$ cat src/hw/rtl/tpq_pkg.sv
// Shared types and constants for the touch pen qualifier and mapper.
// No dependencies; every other file in hw/rtl but tpq_chan_if uses this package.
`timescale 1ns / 1ps
package tpq_pkg;

  localparam int SAMPLE_BITS = 12;
  localparam int POS_BITS    = 12;
  localparam int GAIN_BITS   = 16;
  localparam int OFFS_BITS   = 20;
  localparam int ADDR_BITS   = 5;
  localparam int DATA_BITS   = 32;

  localparam int SCREEN_WIDTH_DEF  = 320;
  localparam int SCREEN_HEIGHT_DEF = 480;
  localparam int HISTORY_BITS_DEF  = 8;

  localparam logic [SAMPLE_BITS-1:0] SPREAD_RST = SAMPLE_BITS'(20);
  localparam logic [GAIN_BITS-1:0]   GAIN_RST   = GAIN_BITS'(4096);

  typedef enum logic [2:0] {
    REG_CALIBRATED = 3'd0,
    REG_MAX_SPREAD = 3'd1,
    REG_X_GAIN     = 3'd2,
    REG_X_OFFSET   = 3'd3,
    REG_Y_GAIN     = 3'd4,
    REG_Y_OFFSET   = 3'd5
  } reg_idx_t;

  typedef logic [SAMPLE_BITS-1:0] sample_t;
  typedef logic [POS_BITS-1:0]    pos_t;

  typedef struct packed {
    logic                         calibrated;
    sample_t                      max_spread;
    logic signed [GAIN_BITS-1:0]  x_gain;
    logic signed [OFFS_BITS-1:0]  x_offset;
    logic signed [GAIN_BITS-1:0]  y_gain;
    logic signed [OFFS_BITS-1:0]  y_offset;
  } cfg_t;

  typedef struct packed {
    logic    pen_level;
    sample_t x_first;
    sample_t y_first;
    sample_t x_second;
    sample_t y_second;
  } in_word_t;

  typedef struct packed {
    logic touching;
    logic press_event;
    logic release_event;
    logic sample_rejected;
    pos_t x_pos;
    pos_t y_pos;
    pos_t start_x;
    pos_t start_y;
  } out_word_t;

  // per-axis result: spread check and mapped position
  typedef struct packed {
    logic in_range;
    pos_t pos;
  } axis_res_t;

endpackage

$ cat src/hw/rtl/tpq_chan_if.sv
// Valid/ready channel carrying one word of a given payload type.
// Depends on nothing; payload types come from tpq_pkg at instantiation.
`timescale 1ns / 1ps
interface tpq_chan_if #(
  parameter type payload_t = logic
) ();
  logic     valid;
  logic     ready;
  payload_t payload;

  modport source (output valid, output payload, input ready);
  modport sink   (input valid, input payload, output ready);
endinterface

$ cat src/hw/rtl/tpq_regs.sv
// APB-style configuration register file for the pen qualifier.
// Depends on tpq_pkg.
`timescale 1ns / 1ps
module tpq_regs (
  input  logic                           clk,
  input  logic                           rst,
  input  logic                           psel,
  input  logic                           penable,
  input  logic                           pwrite,
  input  logic [tpq_pkg::ADDR_BITS-1:0]  paddr,
  input  logic [tpq_pkg::DATA_BITS-1:0]  pwdata,
  output logic [tpq_pkg::DATA_BITS-1:0]  prdata,
  output logic                           pready,
  output tpq_pkg::cfg_t                  cfg
);
  import tpq_pkg::*;

  logic     wr_en;
  reg_idx_t idx;

  assign pready = 1'b1;
  assign wr_en  = psel && penable && pwrite && pready;
  assign idx    = reg_idx_t'(paddr[ADDR_BITS-1:2]);

  always_ff @(posedge clk) begin
    if (rst) begin
      cfg.calibrated <= 1'b0;
      cfg.max_spread <= SPREAD_RST;
      cfg.x_gain     <= GAIN_RST;
      cfg.x_offset   <= '0;
      cfg.y_gain     <= GAIN_RST;
      cfg.y_offset   <= '0;
    end else if (wr_en) begin
      case (idx)
        REG_CALIBRATED: cfg.calibrated <= pwdata[0];
        REG_MAX_SPREAD: cfg.max_spread <= pwdata[SAMPLE_BITS-1:0];
        REG_X_GAIN:     cfg.x_gain     <= pwdata[GAIN_BITS-1:0];
        REG_X_OFFSET:   cfg.x_offset   <= pwdata[OFFS_BITS-1:0];
        REG_Y_GAIN:     cfg.y_gain     <= pwdata[GAIN_BITS-1:0];
        REG_Y_OFFSET:   cfg.y_offset   <= pwdata[OFFS_BITS-1:0];
        default: ;
      endcase
    end
  end

  always_comb begin
    prdata = '0;
    case (idx)
      REG_CALIBRATED: prdata = DATA_BITS'(cfg.calibrated);
      REG_MAX_SPREAD: prdata = DATA_BITS'(cfg.max_spread);
      REG_X_GAIN:     prdata = DATA_BITS'(cfg.x_gain);
      REG_X_OFFSET:   prdata = DATA_BITS'(cfg.x_offset);
      REG_Y_GAIN:     prdata = DATA_BITS'(cfg.y_gain);
      REG_Y_OFFSET:   prdata = DATA_BITS'(cfg.y_offset);
      default:        prdata = '0;
    endcase
  end
endmodule

$ cat src/hw/rtl/tpq_axis.sv
// One axis: spread check, average of two samples, optional gain/offset
// mapping with clamp to 0..SIZE-1. Depends on tpq_pkg.
`timescale 1ns / 1ps
module tpq_axis #(
  parameter int SIZE = tpq_pkg::SCREEN_WIDTH_DEF
) (
  input  tpq_pkg::sample_t                     a,
  input  tpq_pkg::sample_t                     b,
  input  tpq_pkg::sample_t                     max_spread,
  input  logic                                 calibrated,
  input  logic signed [tpq_pkg::GAIN_BITS-1:0] gain,
  input  logic signed [tpq_pkg::OFFS_BITS-1:0] offset,
  output tpq_pkg::axis_res_t                   res
);
  import tpq_pkg::*;

  localparam int PROD_BITS = SAMPLE_BITS + 1 + GAIN_BITS;
  localparam int SUM_BITS  = PROD_BITS + 1;
  localparam int PIX_BITS  = SUM_BITS - 1 - 12;
  localparam logic [PIX_BITS-1:0] LIMIT = PIX_BITS'(SIZE - 1);

  sample_t                      diff;
  logic [SAMPLE_BITS:0]         pair_sum;
  sample_t                      avg;
  logic signed [PROD_BITS-1:0]  prod;
  logic signed [SUM_BITS-1:0]   total;
  logic [PIX_BITS-1:0]          pix;
  pos_t                         mapped;

  assign diff     = (a > b) ? (a - b) : (b - a);
  assign pair_sum = {1'b0, a} + {1'b0, b};
  assign avg      = pair_sum[SAMPLE_BITS:1];

  // Q.12 value: avg * gain + offset * 256
  assign prod  = PROD_BITS'($signed({1'b0, avg})) * PROD_BITS'(gain);
  assign total = SUM_BITS'(prod) + (SUM_BITS'(offset) <<< 8);
  assign pix   = total[SUM_BITS-2:12];

  always_comb begin
    if (total[SUM_BITS-1]) begin
      mapped = '0;
    end else if (pix >= LIMIT) begin
      mapped = POS_BITS'(LIMIT);
    end else begin
      mapped = POS_BITS'(pix);
    end
  end

  assign res.in_range = (diff <= max_spread);
  assign res.pos      = calibrated ? mapped : POS_BITS'(avg);
endmodule

$ cat src/hw/rtl/touch_pen_qualifier_and_mapper.sv
// Top level: pen debounce history, press/release tracking and position
// mapping. Depends on tpq_pkg, tpq_chan_if, tpq_regs and tpq_axis.
//
//   channel   dir  payload      handshake
//   pen_in    in   in_word_t    valid/ready, taken when both high
//   pos_out   out  out_word_t   valid/ready, taken when both high
//   apb       in   32-bit regs  psel/penable/pwrite, pready tied high
//
// One word in, one word out. Each word passes an input register,
// then the history/spread/multiply-add logic, then the output register.
// Throughput is one word per cycle while pos_out is not stalled; the state
// (history, held, positions) is updated as a word leaves the input register.
// Reset (rst, synchronous) empties both registers, sets the history to
// all ones and clears held and the positions.
// A stalled output holds; the input register still drains into the output
// slot as soon as it frees, so pen_in.ready only drops while both are full
// and pos_out.ready is low.
`timescale 1ns / 1ps
module touch_pen_qualifier_and_mapper #(
  parameter int SCREEN_WIDTH  = tpq_pkg::SCREEN_WIDTH_DEF,
  parameter int SCREEN_HEIGHT = tpq_pkg::SCREEN_HEIGHT_DEF,
  parameter int HISTORY_BITS  = tpq_pkg::HISTORY_BITS_DEF
) (
  input  logic                           clk,
  input  logic                           rst,
  input  logic                           psel,
  input  logic                           penable,
  input  logic                           pwrite,
  input  logic [tpq_pkg::ADDR_BITS-1:0]  paddr,
  input  logic [tpq_pkg::DATA_BITS-1:0]  pwdata,
  output logic [tpq_pkg::DATA_BITS-1:0]  prdata,
  output logic                           pready,
  tpq_chan_if.sink                       pen_in,
  tpq_chan_if.source                     pos_out
);
  import tpq_pkg::*;

  cfg_t cfg;

  // input register
  logic     s1_valid;
  in_word_t s1_word;
  logic     s1_adv;

  // output register
  logic      out_valid;
  out_word_t out_word;
  out_word_t res;

  // debounce / press state
  logic [HISTORY_BITS-1:0] history;
  logic [HISTORY_BITS-1:0] history_next;
  logic                    held;
  logic                    held_next;
  pos_t                    last_x, last_y, first_x, first_y;
  pos_t                    last_x_next, last_y_next, first_x_next, first_y_next;

  axis_res_t x_res, y_res;
  logic      stable, released_hist, pos_ok, take_pos, press;

  tpq_regs u_regs (
    .clk     (clk),
    .rst     (rst),
    .psel    (psel),
    .penable (penable),
    .pwrite  (pwrite),
    .paddr   (paddr),
    .pwdata  (pwdata),
    .prdata  (prdata),
    .pready  (pready),
    .cfg     (cfg)
  );

  tpq_axis #(.SIZE(SCREEN_WIDTH)) u_axis_x (
    .a          (s1_word.x_first),
    .b          (s1_word.x_second),
    .max_spread (cfg.max_spread),
    .calibrated (cfg.calibrated),
    .gain       (cfg.x_gain),
    .offset     (cfg.x_offset),
    .res        (x_res)
  );

  tpq_axis #(.SIZE(SCREEN_HEIGHT)) u_axis_y (
    .a          (s1_word.y_first),
    .b          (s1_word.y_second),
    .max_spread (cfg.max_spread),
    .calibrated (cfg.calibrated),
    .gain       (cfg.y_gain),
    .offset     (cfg.y_offset),
    .res        (y_res)
  );

  // handshake: input register drains whenever the output slot is free
  assign s1_adv       = s1_valid && (!out_valid || pos_out.ready);
  assign pen_in.ready = !s1_valid || s1_adv;

  assign pos_out.valid   = out_valid;
  assign pos_out.payload = out_word;

  // qualification
  assign history_next  = {history[HISTORY_BITS-2:0], s1_word.pen_level};
  assign stable        = (history_next == '0);
  assign released_hist = &history_next;
  assign pos_ok        = x_res.in_range && y_res.in_range;
  assign take_pos      = stable && pos_ok;
  assign press         = take_pos && !held;

  always_comb begin
    held_next    = held;
    last_x_next  = last_x;
    last_y_next  = last_y;
    first_x_next = first_x;
    first_y_next = first_y;
    if (take_pos) begin
      held_next   = 1'b1;
      last_x_next = x_res.pos;
      last_y_next = y_res.pos;
    end else if (released_hist) begin
      held_next = 1'b0;
    end
    if (press) begin
      first_x_next = x_res.pos;
      first_y_next = y_res.pos;
    end
  end

  always_comb begin
    res.touching        = held_next;
    res.press_event     = press;
    res.release_event   = released_hist && held;  // no event if never held
    res.sample_rejected = stable && !pos_ok;
    res.x_pos           = last_x_next;
    res.y_pos           = last_y_next;
    res.start_x         = first_x_next;
    res.start_y         = first_y_next;
  end

  always_ff @(posedge clk) begin
    if (rst) begin
      s1_valid  <= 1'b0;
      out_valid <= 1'b0;
      history   <= '1;
      held      <= 1'b0;
      last_x    <= '0;
      last_y    <= '0;
      first_x   <= '0;
      first_y   <= '0;
    end else begin
      if (pen_in.valid && pen_in.ready) begin
        s1_valid <= 1'b1;
      end else if (s1_adv) begin
        s1_valid <= 1'b0;
      end

      if (s1_adv) begin
        out_valid <= 1'b1;
        history   <= history_next;
        held      <= held_next;
        last_x    <= last_x_next;
        last_y    <= last_y_next;
        first_x   <= first_x_next;
        first_y   <= first_y_next;
      end else if (pos_out.ready) begin
        out_valid <= 1'b0;
      end
    end
  end

  // payload registers
  always_ff @(posedge clk) begin
    if (pen_in.valid && pen_in.ready) begin
      s1_word <= pen_in.payload;
    end
    if (s1_adv) begin
      out_word <= res;
    end
  end
endmodule

$ cat src/flat_wrapper.sv
// flat-port wrapper written by rule: the top's interface ports become plain ports
module touch_pen_qualifier_and_mapper_flat import tpq_pkg::*;
#(
  parameter int SCREEN_WIDTH  = tpq_pkg::SCREEN_WIDTH_DEF,
  parameter int SCREEN_HEIGHT = tpq_pkg::SCREEN_HEIGHT_DEF,
  parameter int HISTORY_BITS  = tpq_pkg::HISTORY_BITS_DEF
)
  (clk, rst, psel, penable, pwrite, paddr, pwdata, prdata, pready, pen_in_valid, pen_in_payload, pen_in_ready, pos_out_valid, pos_out_payload, pos_out_ready);
  tpq_chan_if pen_in_i ();
  tpq_chan_if pos_out_i ();
  input  logic clk;
  input  logic rst;
  input  logic psel;
  input  logic penable;
  input  logic pwrite;
  input  logic [tpq_pkg::ADDR_BITS-1:0] paddr;
  input  logic [tpq_pkg::DATA_BITS-1:0] pwdata;
  output logic [tpq_pkg::DATA_BITS-1:0] prdata;
  output logic pready;
  input wire logic [$bits(pen_in_i.valid)-1:0] pen_in_valid;
  input wire logic [$bits(pen_in_i.payload)-1:0] pen_in_payload;
  output wire logic [$bits(pen_in_i.ready)-1:0] pen_in_ready;
  output wire logic [$bits(pos_out_i.valid)-1:0] pos_out_valid;
  output wire logic [$bits(pos_out_i.payload)-1:0] pos_out_payload;
  input wire logic [$bits(pos_out_i.ready)-1:0] pos_out_ready;
  assign pen_in_i.valid = pen_in_valid;
  assign pen_in_i.payload = pen_in_payload;
  assign pen_in_ready = pen_in_i.ready;
  assign pos_out_valid = pos_out_i.valid;
  assign pos_out_payload = pos_out_i.payload;
  assign pos_out_i.ready = pos_out_ready;
  touch_pen_qualifier_and_mapper #(.SCREEN_WIDTH(SCREEN_WIDTH), .SCREEN_HEIGHT(SCREEN_HEIGHT), .HISTORY_BITS(HISTORY_BITS)) u_core (.clk(clk), .rst(rst), .psel(psel), .penable(penable), .pwrite(pwrite), .paddr(paddr), .pwdata(pwdata), .prdata(prdata), .pready(pready), .pen_in(pen_in_i), .pos_out(pos_out_i));
endmodule
$ cat config.mk
export PLATFORM = sky130hd
export DESIGN_NAME = touch_pen_qualifier_and_mapper_flat
export DESIGN_NICKNAME = d
export VERILOG_FILES = /design/src/hw/rtl/tpq_pkg.sv /design/src/hw/rtl/tpq_chan_if.sv /design/src/hw/rtl/tpq_regs.sv /design/src/hw/rtl/tpq_axis.sv /design/src/hw/rtl/touch_pen_qualifier_and_mapper.sv /design/src/flat_wrapper.sv
export SDC_FILE = /design/constraint.sdc
export NUM_CORES = 1
export LEC_CHECK = 0
export BUFFER_PORTS_ARGS = -buffer_cell sky130_fd_sc_hd__buf_2
export CAP_MARGIN = 20
export CORE_UTILIZATION = 27
export CTS_CLUSTER_SIZE = 25
export DETAILED_ROUTE_END_ITERATION = 8
export PLACE_DENSITY = 0.49
export SETUP_SLACK_MARGIN = 0.3
export SYNTH_ARGS = -nofsm -noshare
export SYNTH_HDL_FRONTEND = slang
export SYNTH_SLANG_ARGS = --single-unit
$ cat constraint.sdc
create_clock -name clk -period 2.3 [get_ports clk]
set_input_delay 0.23 -clock clk [delete_from_list [all_inputs] [get_ports clk]]
set_output_delay 0.23 -clock clk [all_outputs]
set_load 0.02 [all_outputs]
Word-level counts from Yosys, hierarchy flattened
Cells that the tools add are included.

Mux-type cells: 11. Equal/unequal tests: 5. Add/sub/neg operators: 1. Magnitude comparators: 4. Reductions and logical operators: 23.

Operators with widths (number): $pmux 32 s6 (1); $mux 12 (5); $ge 17x9->1 const B (1); $reduce_and 2->1 (7); $le 1x12->1 const A (1); $le 12x12->1 (1); $logic_not 8->1 (1); $logic_and 1x1->1 (7); $eq 3x2->1 const B (2); $eq 3x3->1 const B (2); $mux 1 (5); $reduce_bool 2->1 (2); $eq 3x1->1 const B (1); $logic_not 1->1 (3); $logic_not 3->1 (1); $logic_or 1x1->1 (2); $sub 1x1->2 const A (1); $gt 1x1->1 const A (1).

Word-level logic and storage cells: 57. Flip-flop bits (word level): 109. Input port bits: 45.

Logic depth before layout (Yosys ltp)
Gate-level depths: netlist (run 1).

Depth after elaboration: 7. Mapped depth: 7. Gate-level depth less buffers: 6.

Hierarchy
Synthesis (run 1) repeated with hierarchy kept, for this count alone.

Cell total of the unflattened synthesis: 2901. Area, all modules: 24616.1 um2.

Modules (own cells, without submodules): tpq_axis at u_core.u_axis_y (instances 1, cells each 1207, area each 10015.9 um2); tpq_axis at u_core.u_axis_x (instances 1, cells each 1178, area each 9893.2 um2); tpq_regs (instances 1, cells each 460, area each 4185.3 um2); touch_pen_qualifier_and_mapper (instances 1, cells each 56, area each 521.8 um2).

Worst setup path before layout (run 1)
No wires, ideal clock.

Kind: input to output. Start point: in paddr[3] in the netlist's numbering. End point: out prdata[20] in the netlist's numbering. Path buffers: 2. Data arrival time: 1.537 ns. Path slack: 0.533 ns. Stages on the path: 6. Data required time: 2.070 ns. Path through: buf_2 -> nor2b_1 -> a22oi_1 -> nor2_2 -> a21o_1 -> buf_4.

Longest elaborated chain between the ends: 2.

RTL lines: from (decl) (RTL line flat_wrapper.sv:16) `input logic [tpq_pkg::ADDR_BITS-1:0] paddr;`; $eq 3x3->1, or another cell as far along (RTL line tpq_regs.sv:48) `case (idx)`; $pmux 32 s6 (*) (RTL line tpq_regs.sv:48); to (decl) (RTL line flat_wrapper.sv:18) `output logic [tpq_pkg::DATA_BITS-1:0] prdata;`.

Mark *: on every way between the ends. The rest lies on a longest branch, timed or not.

Worst setup path after layout (run 1)
Start point: in paddr[4] in the netlist's numbering. End point: out prdata[29] in the netlist's numbering.

Same word-level chain as after synthesis.

==> run_results.csv, run 1 <==
group,metric,value,unit
die,die_h,130,um
synth,ys.flop_type,"dfxtp_1",
global_route,overflow,0,
clocking,cts.sinks,98,
die,ioPinCount,81,
cells_and_area,nNetsFinal,637,
die,rows,46,
placed_design,hpwl,8790,um
synth,ys_async_sr_fraction,0,
critical_path,critical_path.most_common_cell,"buf_2",
clocking,clkTransAtPathRegs,0.06,ns
global_route,antenna_found_initial,0,
critical_path,cp_data_arrival_time,1.59,ns
synth,synth_cell_types,46,
clocking,cts_setup_buffers,0,
synth,yosysWarnings,0,
die,die_x,130,um
worst_hold_path,min_path_cells,1,
critical_path,rrSetupSlack,0.48,ns
sta,fin_crit_sh,0.793,
detailed_routing,route.detailed.drc,0,
detailed_routing,wl,12700,um
sta,fin_ws,0.475,ns
sta,finalSetupViolCount,0,
flow_run,drv_cap,0,
sta,final.setup.tns,0,ns
die,die_area,16900,um^2
detailed_routing,wl_per_cell,15.6,um
critical_path,crit_required,2.07,ns
die,floorplan.core_area,15900,um^2
placed_design,pre_cts_ws,0.261,ns
clocking,cts_tree,"done",
cells_and_area,area_growth,18.9,%
critical_path,critPathCaptureType,"output pin",
critical_path,timing.critical_path.buf_inv,2,
detailed_routing,antenna_left,0,
cells_and_area,layout-drive-gt1-share,0.215,
clocking,clockBufferDepth,2,
die,start_util,0.278,
detailed_routing,drtIter0Drc,177,
critical_path,start_kind,"primary input",
sta,rsz0062_at_grt,"false",
sta,skew,0.00445,ns
sta,relSlewSlack,0.554,
clocking,htreeDepth,3,
pwr,cellPowerDensity,684,nW/um^2
synth,synth_enable_flop_cells,2,
synth,syn-num-nets,590,
pwr,peakVddDrop,453,uV
critical_path,r2r-end,"u_core.pos_out.payload",
critical_path,critPathMaxStageDelay,0.31,ns
detailed_routing,num_vias,3929,
synth,ys_seq_area_frac,0.447,
detailed_routing,vias_per_cell,4.84,
placed_design,place_area,4930,um^2
critical_path,crit_family,"simple AND/OR/NAND/NOR gates",
critical_path,crit_fanout,13,
sta,layout_min_cycle_time,1.82,ns
critical_path,cpMaxStageDelayCell,"nor2b_2",
run_status,run_status,"finished clean",
synth,syn_area_per_cell,8.14,um^2
sta,final_max_slew_viol_count,0,
critical_path,ff2ff_path_depth,6,
cells_and_area,stdcell_area,5270,um^2
pwr,sw_frac_of_total,0.228,
sta,maxClockFrequency,548,MHz
pwr,pwr-share-clk,0.447,
synth,synthCells,544,
pwr,p_comb_frac,0.070,
global_route,grt_max_degree,48,
critical_path,r2r_start,"u_core.s1_word[0]",
global_route,grt_pass1_vias,3894,
cells_and_area,nFillCells,1694,
clocking,cts_buffers,9,
global_route,grt_pass1_wl,20300,um
clocking,root_buffer,"clkbuf_16",
critical_path,cp_cell_sequence,"buf_2 -> nor2b_2 -> a22oi_1 -> nor2_2 -> a21o_1 -> buf_2",
global_route,grt_use_total,0.159,
pwr,switchingPower,0.821,mW
pwr,p_total,3.60,mW
pwr,p_leak,2.01,nW
synth,syn_area,4430,um^2
critical_path,critPathKind,"primary input to output pin",
clocking,clk_latency,0.35,ns
detailed_routing,first_pass_iters,5,
synth,ys_ff_latch,98,
sta,finalHoldViolCount,0,
placed_design,port_buffers,65,
sta,worst_pin_slew,0.669,ns
cells_and_area,diodes,0,
pwr,seq_power_share,0.483,
worst_hold_path,hold_end,"u_core.s1_word[0]",
worst_hold_path,holdCritPathClass,"primary input to register",
pwr,internal_power,2.78,mW
worst_hold_path,min_from,"pen_in_payload",
placed_design,gp_congestion,0.782,
-- timing repair --
action / CTS / global route
hold buffers: 0 / 0
resized for setup: 1 / 4
hold endpoints to repair: 0 / 0
endpoints found under the setup margin: 3 / 27
pin swaps: 0 / 0
-- final cells by class --
class / count / area (um^2) / area share
Sequential cell: 98 / 1980 / 0.376
Clock inverter: 3 / 43.8 / 0.00831
Inverter: 4 / 15.0 / 0.00285
Timing Repair Buffer: 88 / 526 / 0.0998
Tap cell: 216 / 270 / 0.0513
Clock buffer: 13 / 282 / 0.0534
Multi-Input combinational cell: 390 / 2150 / 0.408
-- worst max path at each step --
| stage | start | end | slack, ns | cells past startpoint |
|---|---|---|---|---|
| 4_1_cts | paddr[3] | prdata[0] | 0.31 | 5 |
| 3_5_place_dp | paddr[2] | prdata[6] | 0.26 | 6 |
| 5_1_grt | paddr[4] | prdata[29] | 0.30 | 6 |
| 6_report | paddr[4] | prdata[29] | 0.48 | 6 |
| 3_3_place_gp | paddr[2] | prdata[3] | 0.29 | 6 |
| 2_1_floorplan | paddr[3] | prdata[20] | 0.53 | 6 |
-- worst register-to-register path, stage by stage (launching register included) --
cell	delay, ns
edfxtp_1	0.32
inv_1	0.07
ha_1	0.20
nor4_1	0.34
and4_1	0.30
nor3_1	0.07
mux2_2	0.28
-- synth_stat cells, types with 4 or more instances --
cell type / number / area, um^2
a22oi_1: 12 / 90.1
nand2b_1: 4 / 25.0
o21ai_0: 10 / 50.1
nand3b_1: 7 / 52.6
nand2_1: 166 / 623
nor2b_1: 6 / 37.5
nor4_1: 4 / 25.0
dfxtp_1: 96 / 1920
nor3_1: 7 / 35.0
o22ai_1: 15 / 93.8
a21o_1: 6 / 45.0
clkbuf_1: 17 / 63.8
mux2_2: 12 / 135
nor2_1: 8 / 30.0
a22o_1: 5 / 43.8
mux2i_1: 19 / 190
buf_4: 16 / 120
buf_2: 15 / 75.1
a21oi_1: 82 / 410
-- power by group through the flow --
stage	Combinational (mW)	Clock, mW	Sequential [mW]
2_1_floorplan	0.146	0	1.78
6_report	0.252	1.61	1.74
5_1_grt	0.274	1.74	1.74
3_5_place_dp	0.251	0	1.78
3_3_place_gp	0.247	0	1.78
4_1_cts	0.252	1.66	1.74
-- cell usage in the layout (no fill, tap or decap), types with 5 or more instances in the layout --
cell	instances
a22o_1	5
a21oi_1	82
nor3_1	6
nand3b_1	7
o22ai_1	15
buf_2	64
nand2_1	166
nor2_1	8
buf_4	22
a21o_1	6
o21ai_0	10
clkbuf_16	10
mux2i_1	19
a22oi_1	12
dfxtp_1	96
mux2_2	12
-- cells by family (layout without fill, tap and decap cells) --
group,after synthesis,count (layout),synth area share
AND/OR/NAND/NOR,221,221,0.225
AO/OA/AOI/OAI,135,135,0.175
flip-flops,98,98,0.447
buffers and inverters,56,108,0.0703
multiplexers,32,32,0.0785
adder cells (fa/ha/maj),1,1,0.00282
other,1,1,0.000846
-- metal layers --
| metal | vias to the layer above | track usage | wire [um] | part of all wire |
|---|---|---|---|---|
| met1 | 1884 | 0.197 | 5680 | 0.45 |
| li1 | 1946 | - | - | - |
| met2 | 89 | 0.274 | 6360 | 0.50 |
| met5 | - | 0 | 0 | 0 |
| met4 | 0 | 0.0404 | 124 | 0.0098 |
| met3 | 10 | 0.0418 | 536 | 0.042 |
-- stage by stage --
step                utilization  hold WS (ns)  instances
global route              0.330        0.0475        812
CTS                       0.330        0.0487        812
floorplan                     -         0.329        544
global placement          0.309         0.411        796
detailed placement        0.309         0.411        796
finish                    0.330        0.0630        812
-- state kept, by name, indices dropped and copies added, names as in the netlist --
| register | cells |
|---|---|
| u_core.s1_valid | 1 |
| u_core.pos_out.payload | 1 |
| u_core.history | 7 |
| u_core.s1_word | 1 |
| u_core.held | 1 |
| u_core.pos_out.valid | 1 |
| u_core.first_y | 1 |
| u_core.u_regs.cfg | 85 |
Power figures use the tool's default switching activity.
==> inputs of run 2 (changes only) <==
==> constraint.sdc (replaced) <==
create_clock -name clk -period 1.75 [get_ports clk]
set_input_delay 0.175 -clock clk [delete_from_list [all_inputs] [get_ports clk]]
set_output_delay 0.175 -clock clk [all_outputs]
set_load 0.02 [all_outputs]
==> run 2 against run 1 <==
Compared with the run above:
- first-iteration DRC count is 32% higher
- power increased by 34%
- worst setup slack worse by 0.36 ns
- die area unchanged
- critical path depth unchanged
- clock power grew 33%
- via count is 0.15% higher
- flip-flop and latch count did not move
- hold slack better by 0.0040 ns
- routed wire length grew 1.7%
- register-to-register slack got worse by 0.36 ns
- global-route usage is 0.072 points higher
==> run_results.csv, run 2 (synthesis results as in run 1) <==
group,metric,value,unit
sta,worst_pin_slew,0.555,ns
global_route,grt_max_degree,44,
cells_and_area,stdcell_count,828,
cells_and_area,layout-drive-gt1-share,0.306,
clocking,cts_tree,"done",
pwr,peakVddDrop,483,uV
global_route,grt_pass1_vias,3807,
die,die_area,16900,um^2
clocking,root_buffer,"clkbuf_16",
clocking,clk_latency,0.35,ns
worst_hold_path,min_from,"pen_in_valid",
clocking,cts_buffers,9,
cells_and_area,largest_reg_flops,85,
worst_hold_path,holdCritPathClass,"primary input to register",
cells_and_area,nNetsFinal,653,
cells_and_area,diodes,0,
pwr,p_leak,2.14,nW
sta,final_max_slew_viol_count,0,
critical_path,crit_required,1.85,ns
global_route,grt_use_total,0.160,
detailed_routing,num_vias,3935,
critical_path,start_kind,"register",
clocking,clkTransAtPathRegs,0.06,ns
sta,skew,0.00297,ns
sta,finalSetupViolCount,0,
cells_and_area,final_common_cell,"nand2_1",
cells_and_area,reg_top3,"u_core.u_regs.cfg x85, u_core.history x7",
sta,relSlewSlack,0.630,
clocking,htreeDepth,3,
die,start_util,0.278,
cells_and_area,nFillCells,1631,
detailed_routing,first_pass_iters,4,
critical_path,cp_data_arrival_time,1.73,ns
critical_path,crit_fanout,2,
placed_design,port_buffers,65,
global_route,grt_pass1_wl,20400,um
cells_and_area,stdcell_area,5780,um^2
die,rows,46,
clocking,cts.sinks,98,
sta,final.setup.tns,0,ns
critical_path,timing.critical_path.buf_inv,1,
die,die_h,130,um
clocking,clockBufferDepth,2,
placed_design,gp_congestion,0.736,
critical_path,cp_cell_sequence,"inv_2 -> ha_1 -> nor3_2 -> and4_4 -> nor3_2 -> mux2_2",
run_status,run_status,"finished clean",
cells_and_area,max_flop_register,"u_core.u_regs.cfg",
cells_and_area,mostFrequentLayoutCells,"166 x nand2_1, 87 x dfxtp_1, 82 x a21oi_1, 40 x buf_4, 33 x buf_2",
critical_path,critical_path.most_common_cell,"nor3_2",
critical_path,crit_family,"simple AND/OR/NAND/NOR gates",
global_route,overflow,0,
die,die_x,130,um
critical_path,critPathCaptureType,"register",
critical_path,critPathMaxStageDelay,0.39,ns
detailed_routing,antenna_left,0,
detailed_routing,drtIter0Drc,233,
global_route,antenna_found_initial,0,
detailed_routing,wl,12900,um
placed_design,hpwl,8980,um
sta,rsz0062_at_grt,"true",
die,floorplan.core_area,15900,um^2
critical_path,r2r_start,"u_core.s1_word[0]",
flow_run,drv_cap,0,
sta,layout_min_cycle_time,1.63,ns
placed_design,place_area,5060,um^2
critical_path,setup.worst_path.start,"u_core.s1_word[0]",
sta,maxClockFrequency,613,MHz
critical_path,critPathKind,"register to register",
detailed_routing,wl_per_cell,15.6,um
pwr,cellPowerDensity,832,nW/um^2
detailed_routing,vias_per_cell,4.75,
cells_and_area,area_growth,30.5,%
critical_path,cpMaxStageDelayCell,"edfxtp_1",
placed_design,placedCellCount,808,
die,ioPinCount,81,
detailed_routing,route.detailed.drc,0,
sta,finalHoldViolCount,0,
sta,fin_crit_sh,0.932,
[run 2: stage by stage]
step	utilization	hold WS, ns	total power, mW	setup WS (ns)
after CTS	0.358	0.0521	4.86	0.0933
after global routing	0.363	0.0710	5.00	0.0656
after detailed placement	0.317	0.367	2.69	0.0760
after global placement	0.317	0.367	2.68	0.0587
final	0.363	0.0670	4.81	0.120
after floorplan	-	0.274	2.53	0.246
[run 2: tightest hold or removal path, stage by stage]
cell and delay [ns]:
buf_2 0.09, a21oi_1 0.04, nor2_1 0.08
[run 2: routing by layer]
layer | up-vias | share of wire | GRT usage
met4 | 0 | 0.021 | 0.0739
met3 | 15 | 0.037 | 0.0234
met2 | 73 | 0.47 | 0.257
met5 | - | 0 | 0
met1 | 1878 | 0.47 | 0.211
li1 | 1969 | - | -
[run 2: path summary, 6_finish.rpt]
kind                       endpoint  slack, ns  depth (start not counted)
max reg2reg  u_core.pos_out.payload       0.12                          6
max          u_core.pos_out.payload       0.12                          6
min reg2reg   u_core.u_regs.cfg[36]       0.45                          2
min                 u_core.s1_valid       0.07                          3
[run 2: cell type report]
cell class / instances / area (um^2) / area share
Clock inverter: 5 / 77.6 / 0.0134
Tap cell: 216 / 270 / 0.0467
Inverter: 4 / 18.8 / 0.00325
Clock buffer: 11 / 243 / 0.0420
Multi-Input combinational cell: 391 / 2350 / 0.407
Sequential cell: 98 / 1990 / 0.345
Timing Repair Buffer: 103 / 828 / 0.143
[run 2: what timing repair did]
item	CTS	global route
hold endpoints to repair	1	0
pin swaps	8	11
gates resized for setup	85	20
setup endpoints to repair	42	42
buffers inserted	0	2
hold buffers	1	0
gates cloned	1	0
[run 2: where the power goes]
part | internal, mW | total (mW) | switching (mW) | leakage [nW]
Combinational | 0.151 | 0.385 | 0.234 | 1.18
Clock | 1.29 | 2.14 | 0.853 | 0.156
Sequential | 2.27 | 2.29 | 0.0199 | 0.800
